===== src/hw/rtl/cap_pkg.sv =====
// shared constants, types and arctangent table for the circle arc point generator
`timescale 1ns / 1ps
package cap_pkg;

  // cordic depth and datapath widths
  localparam int ITERS     = 20;
  localparam int ZW        = 26;   // angle accumulator, 2^-24 turn units
  localparam int XW        = 34;   // rotation datapath
  localparam int VW        = 40;   // vectoring datapath
  localparam int CW        = 16;   // coordinate width
  localparam int DW        = 17;   // sums and differences of coordinates
  localparam int IW        = 6;    // point index width
  localparam int AW        = 24;   // angle modulo one turn
  localparam int MW        = 25;   // angle span magnitude
  localparam int RW        = 6;    // remainder of a division by the step count
  localparam int X0W       = 31;   // scaled radius fed to the rotator
  localparam int VEC_SHIFT = 20;   // vectoring input scaling

  localparam logic signed [ZW-1:0] HALF_TURN = 26'sd8388608;
  localparam logic [MW-1:0]        FULL_TURN = 25'd16777216;
  localparam logic [29:0]          INV_GAIN  = 30'd652032875;

  // arctan(2^-k) in 2^-24 turn units
  localparam logic signed [ZW-1:0] ATAN_TAB [ITERS] = '{
    26'sd2097152, 26'sd1238021, 26'sd654136, 26'sd332050, 26'sd166669,
    26'sd83416,   26'sd41718,   26'sd20860,  26'sd10430,  26'sd5215,
    26'sd2608,    26'sd1304,    26'sd652,    26'sd326,    26'sd163,
    26'sd81,      26'sd41,      26'sd20,     26'sd10,     26'sd5
  };

  // side data that travels with a point through the rotator
  typedef struct packed {
    logic                 valid;
    logic                 last;
    logic [IW-1:0]        index;
    logic                 flip;
    logic signed [DW-1:0] sum_x;
    logic signed [DW-1:0] sum_y;
  } rot_side_t;

  // per run parameters handed from setup to the point sequencer
  typedef struct packed {
    logic signed [DW-1:0] sum_x;
    logic signed [DW-1:0] sum_y;
    logic [X0W-1:0]       x0;
    logic [AW-1:0]        base;
    logic                 neg;
    logic [MW-1:0]        step_q;
    logic [RW-1:0]        step_r;
  } run_param_t;

endpackage


===== src/hw/rtl/cap_rot_cell.sv =====
// one rotation cordic micro-rotation with stall and side data
`timescale 1ns / 1ps
module cap_rot_cell
  import cap_pkg::*;
#(
  parameter int K = 0
) (
  input  logic                 clk,
  input  logic                 rst,
  input  logic                 en,
  input  logic signed [XW-1:0] x_in,
  input  logic signed [XW-1:0] y_in,
  input  logic signed [ZW-1:0] z_in,
  input  rot_side_t            side_in,
  output logic signed [XW-1:0] x_out,
  output logic signed [XW-1:0] y_out,
  output logic signed [ZW-1:0] z_out,
  output rot_side_t            side_out
);

  logic signed [XW-1:0] xs;
  logic signed [XW-1:0] ys;

  assign xs = x_in >>> K;
  assign ys = y_in >>> K;

  // drive the residual angle towards zero
  always_ff @(posedge clk) begin
    if (rst) begin
      side_out.valid <= 1'b0;
    end else if (en) begin
      side_out <= side_in;
      if (!z_in[ZW-1]) begin
        x_out <= x_in - ys;
        y_out <= y_in + xs;
        z_out <= z_in - ATAN_TAB[K];
      end else begin
        x_out <= x_in + ys;
        y_out <= y_in - xs;
        z_out <= z_in + ATAN_TAB[K];
      end
    end
  end

endmodule


===== config.mk =====
export PLATFORM = sky130hd
export DESIGN_NAME = cap_rot_cell
export DESIGN_NICKNAME = d
export VERILOG_FILES = /design/src/hw/rtl/cap_pkg.sv /design/src/hw/rtl/cap_rot_cell.sv
export SDC_FILE = /design/constraint.sdc
export NUM_CORES = 1
export LEC_CHECK = 0
export BUFFER_PORTS_ARGS = -buffer_cell sky130_fd_sc_hd__buf_2
export CORE_UTILIZATION = 59
export CTS_BUF_LIST = sky130_fd_sc_hd__clkbuf_4
export DETAILED_ROUTE_END_ITERATION = 6
export PLACE_DENSITY_LB_ADDON = 0.3
export SLEW_MARGIN = 0
export SYNTH_ARGS = -nofsm -noshare
export SYNTH_HDL_FRONTEND = slang
export SYNTH_SLANG_ARGS = --single-unit

===== constraint.sdc =====
create_clock -name clk -period 20.4 [get_ports clk]
set_input_delay 1.02 -clock clk [delete_from_list [all_inputs] [get_ports clk]]
set_output_delay 1.02 -clock clk [all_outputs]
set_load 0.005 [all_outputs]

==> summary.md <==
| Metric | Value |
|---|---|
| Yosys top cell by area | `sky130_fd_sc_hd__edfxtp_1` |
| DRT iter0 DRCs | `1102` |
| Crit Path Max Fanout | `12` |
| Number of warning messages in the yosys log | `0` |
| Area fraction of the dominant cell type after synthesis | `0.408` |
| Number of antenna violations at the first check in global routing | `1` |
| Largest stage delay on the critical path | `0.58 ns` |
| Placed wire-length estimate | `22800 um` |
| Max clock buf depth | `2` |
| Final std cells w/o fill | `1523` |
| Total overflow reported by the global router | `0` |
| Number of enable flip-flop cells after synthesis | `135` |
| # resized after CTS | `0` |
| Count leader, synth | `sky130_fd_sc_hd__edfxtp_1` |
| Slowest CP cell | `sky130_fd_sc_hd__o31ai_1` |
| Post-Route Setup TNS | `0 ns` |
| Initial core utilization | `0.601` |
| Endpoint kind of the worst setup timing path | `flip-flop` |
| Cell types with the largest area share after synthesis | `sky130_fd_sc_hd__edfxtp_1 41%, sky130_fd_sc_hd__ha_1 13%, sky130_fd_sc_hd__a21oi_1 6.1%, sky130_fd_sc_hd__xnor2_1 5.1%, sky130_fd_sc_hd__inv_1 3.5%` |
| Number of buffers inserted by post-CTS setup repair | `0` |
| Synthesized area per cell | `9.59 sq um` |
| Clock input transition at the sequential cells of the worst setup and hold paths | `0.12 ns` |
| Met1 WL | `11600 um` |
| Core Rows | `47` |
| Maximum frequency from static timing analysis | `269 MHz` |
| Type of the worst setup path | `primary input to flip-flop` |
| Maximum clock skew at final layout | `0 ns` |
| DRT Pass-1 Iters | `5` |
| Via count normalized by instance count | `5.95` |
| Power density over the cells | `67.2 nW/um^2` |
| Die Wd | `132 um` |
| Number of placed I/O pins | `277` |
| Worst EP required | `20.69 ns` |
| DRC violations left | `0` |
| Finished Core Util | `0.710` |
| Setup violations, final | `0` |
| Share of post-route cells with drive strength above 1 | `0.260` |
| Peak ir drop on the vdd network | `0.0436 mV` |
| Normalized max-slew margin | `0.349` |
| Instance count of the mapped netlist | `1036` |
| First-pass GRT wire length | `45400 um` |
| Worst-Skew Late Latency | `0.53 ns` |
| Mapped Area | `9930 sq um` |
| Worst path arrival time | `4.00 ns` |
| Post-Synthesis Net Count | `1282` |
| Leading post-synthesis cells by instance count | `135 x sky130_fd_sc_hd__edfxtp_1, 122 x sky130_fd_sc_hd__a21oi_1, 102 x sky130_fd_sc_hd__ha_1` |
| MaxCap Viol Count | `0` |
| Root Buffer Master | `sky130_fd_sc_hd__clkbuf_4` |
| Final hold violation count | `0` |
| Clock period minus worst slack | `3.71 ns` |
| Global router's overall resource usage | `0.334` |
| Routed Wire Length | `28800 um` |
| RSZ-0062 raised after global routing | `no` |
| Synth cell types | `73` |
| Ratio of final minimum period to clock period | `0.182` |
| Area of the die | `17400 sq um` |
| Routed length on met3 | `2410 um` |
| Max-slew violation total from the final report | `0` |
| Via count of the first global-routing pass | `8554` |
| CTS buffer count | `17` |
| Largest net degree at the start of global routing | `96` |
| Highest routed metal layer | `met4` |
| Number of vias after detailed routing | `9056` |
| Avg WL per Cell | `18.9 um` |
| Pleak | `5.22 nW` |
| Standard cell core area | `16500 sq um` |
| Ys flop type | `sky130_fd_sc_hd__edfxtp_1` |
| Hold-fix buffer count after cts | `0` |
| Die span in y | `132 um` |
| Worst Tran Pin Value | `0.977 ns` |
| CTS tree | `done` |
| Kind of start point of the critical path | `primary input` |
| Placed cell count | `1490` |
| Layout Nets | `1535` |
| Clock Sink Count | `136` |
| List of cells traversed by the critical path | `buf_2, inv_1, ha_1, nor2_1, a221oi_2, a21oi_2, o31ai_1, o221ai_2, a211oi_2, or2_1, a31oi_1, xnor2_1` |
| Htree depth | `4` |
| Met2 wire len | `13800 um` |
| Proportion of register bits with asynchronous set or reset after synthesis | `0` |
| Total of buffers placed on input and output ports | `276` |
| Register bit total from synthesis | `136` |
| Final antenna-violating net count | `0` |
| Class of the tightest hold or removal check | `flip-flop to flip-flop` |
| Part of the Yosys area used for sequential elements | `0.410` |
| Final RePlAce weighted congestion | `0.978` |
| Layout-stage area growth over the synthesis result | `18.1%` |
| Outcome | `complete, no violations` |
## layout by cell type, fill, tap and decap left out, drive strengths merged, types with 4 or more instances in the layout
cell / n
a2111oi: 7
a211oi: 12
a21o: 18
a21oi: 127
a221oi: 5
a31oi: 10
and2: 5
and3: 5
and4: 5
buf: 280
clkbuf: 17
clkinv: 8
edfxtp: 135
fa: 4
ha: 102
inv: 105
mux2i: 12
nand2: 56
nand2b: 8
nand3: 18
nand4: 8
nor2: 91
nor2b: 11
nor3: 14
nor4: 4
o211ai: 8
o21a: 13
o21ai: 64
o21bai: 20
o221ai: 6
o22ai: 4
o31ai: 8
or2: 8
xnor2: 58
xor2: 9
## kinds of logic (layout without fill, tap and decap cells)
| group | count (synthesis) | in the layout | synth area share |
|---|---|---|---|
| flops | 136 | 136 | 0.410 |
| other cells | 0 | 1 | 0 |
| compound gates | 326 | 326 | 0.207 |
| xor+xnor | 67 | 67 | 0.0591 |
| simple gates | 243 | 243 | 0.116 |
| buf+inv | 146 | 412 | 0.0585 |
| mux | 12 | 12 | 0.0121 |
| fa+ha+maj | 106 | 106 | 0.137 |
## stage by stage
stage | hold slack (ns) | area [sq um] | setup WS (ns) | power, mW
floorplan | 0.485 | 9930 | 12.74 | 0.508
global placement | 0.477 | 11400 | 16.32 | 0.590
detailed placement | 0.490 | 11400 | 16.16 | 0.594
CTS | 0.518 | 11700 | 16.76 | 0.786
global route | 0.549 | 11700 | 16.56 | 0.823
finish | 0.508 | 11700 | 16.69 | 0.789
## sequential cells by signal (all words and copies together) (netlist names)
| signal | cells |
|---|---|
| side_out | 43 |
| y_out | 34 |
| x_out | 33 |
| z_out | 26 |
## area by class of cell
cell class,count,area (sq um)
multi-input cells,754,5280
fillers,1288,4790
clock buffers,17,128
repair buffers,280,1410
diodes,1,2.50
inverters,100,375
well taps,220,275
clock inverters,15,183
flip-flops and latches,136,4070
## where the power goes
| part | switching, mW | total, mW | internal (mW) |
|---|---|---|---|
| Sequential | 0.00704 | 0.350 | 0.343 |
| Combinational | 0.149 | 0.244 | 0.0953 |
| Clock | 0.117 | 0.195 | 0.0786 |
## per-layer routing
metal,global-route usage,up-vias
met5,0,-
met4,0.151,0
met3,0.0588,86
met2,0.553,569
met1,0.428,4183
li1,-,4218
## critical path: cells and delay by family
kind	cells	cell delay, ns
AOI/OAI and AO/OA	6	1.81
adders and majority gates	1	0.53
and+or+nand+nor	2	0.29
buffers and inverters	2	0.18
xor gates and xnor gates	1	0.17
## path summary, 6_finish.rpt
kind                                to                       from  cells past startpoint  slack, ns
max                x_out[29]$_DFFE_PP_                    x_in[3]                     12      16.69
min          side_out[42]$_SDFFE_PP0P_  side_out[42]$_SDFFE_PP0P_                      2       0.51
max reg2reg  side_out[42]$_SDFFE_PP0P_  side_out[42]$_SDFFE_PP0P_                      2      19.82
min reg2reg  side_out[42]$_SDFFE_PP0P_  side_out[42]$_SDFFE_PP0P_                      2       0.51
Note: power is estimated with default switching activity, not from simulation.
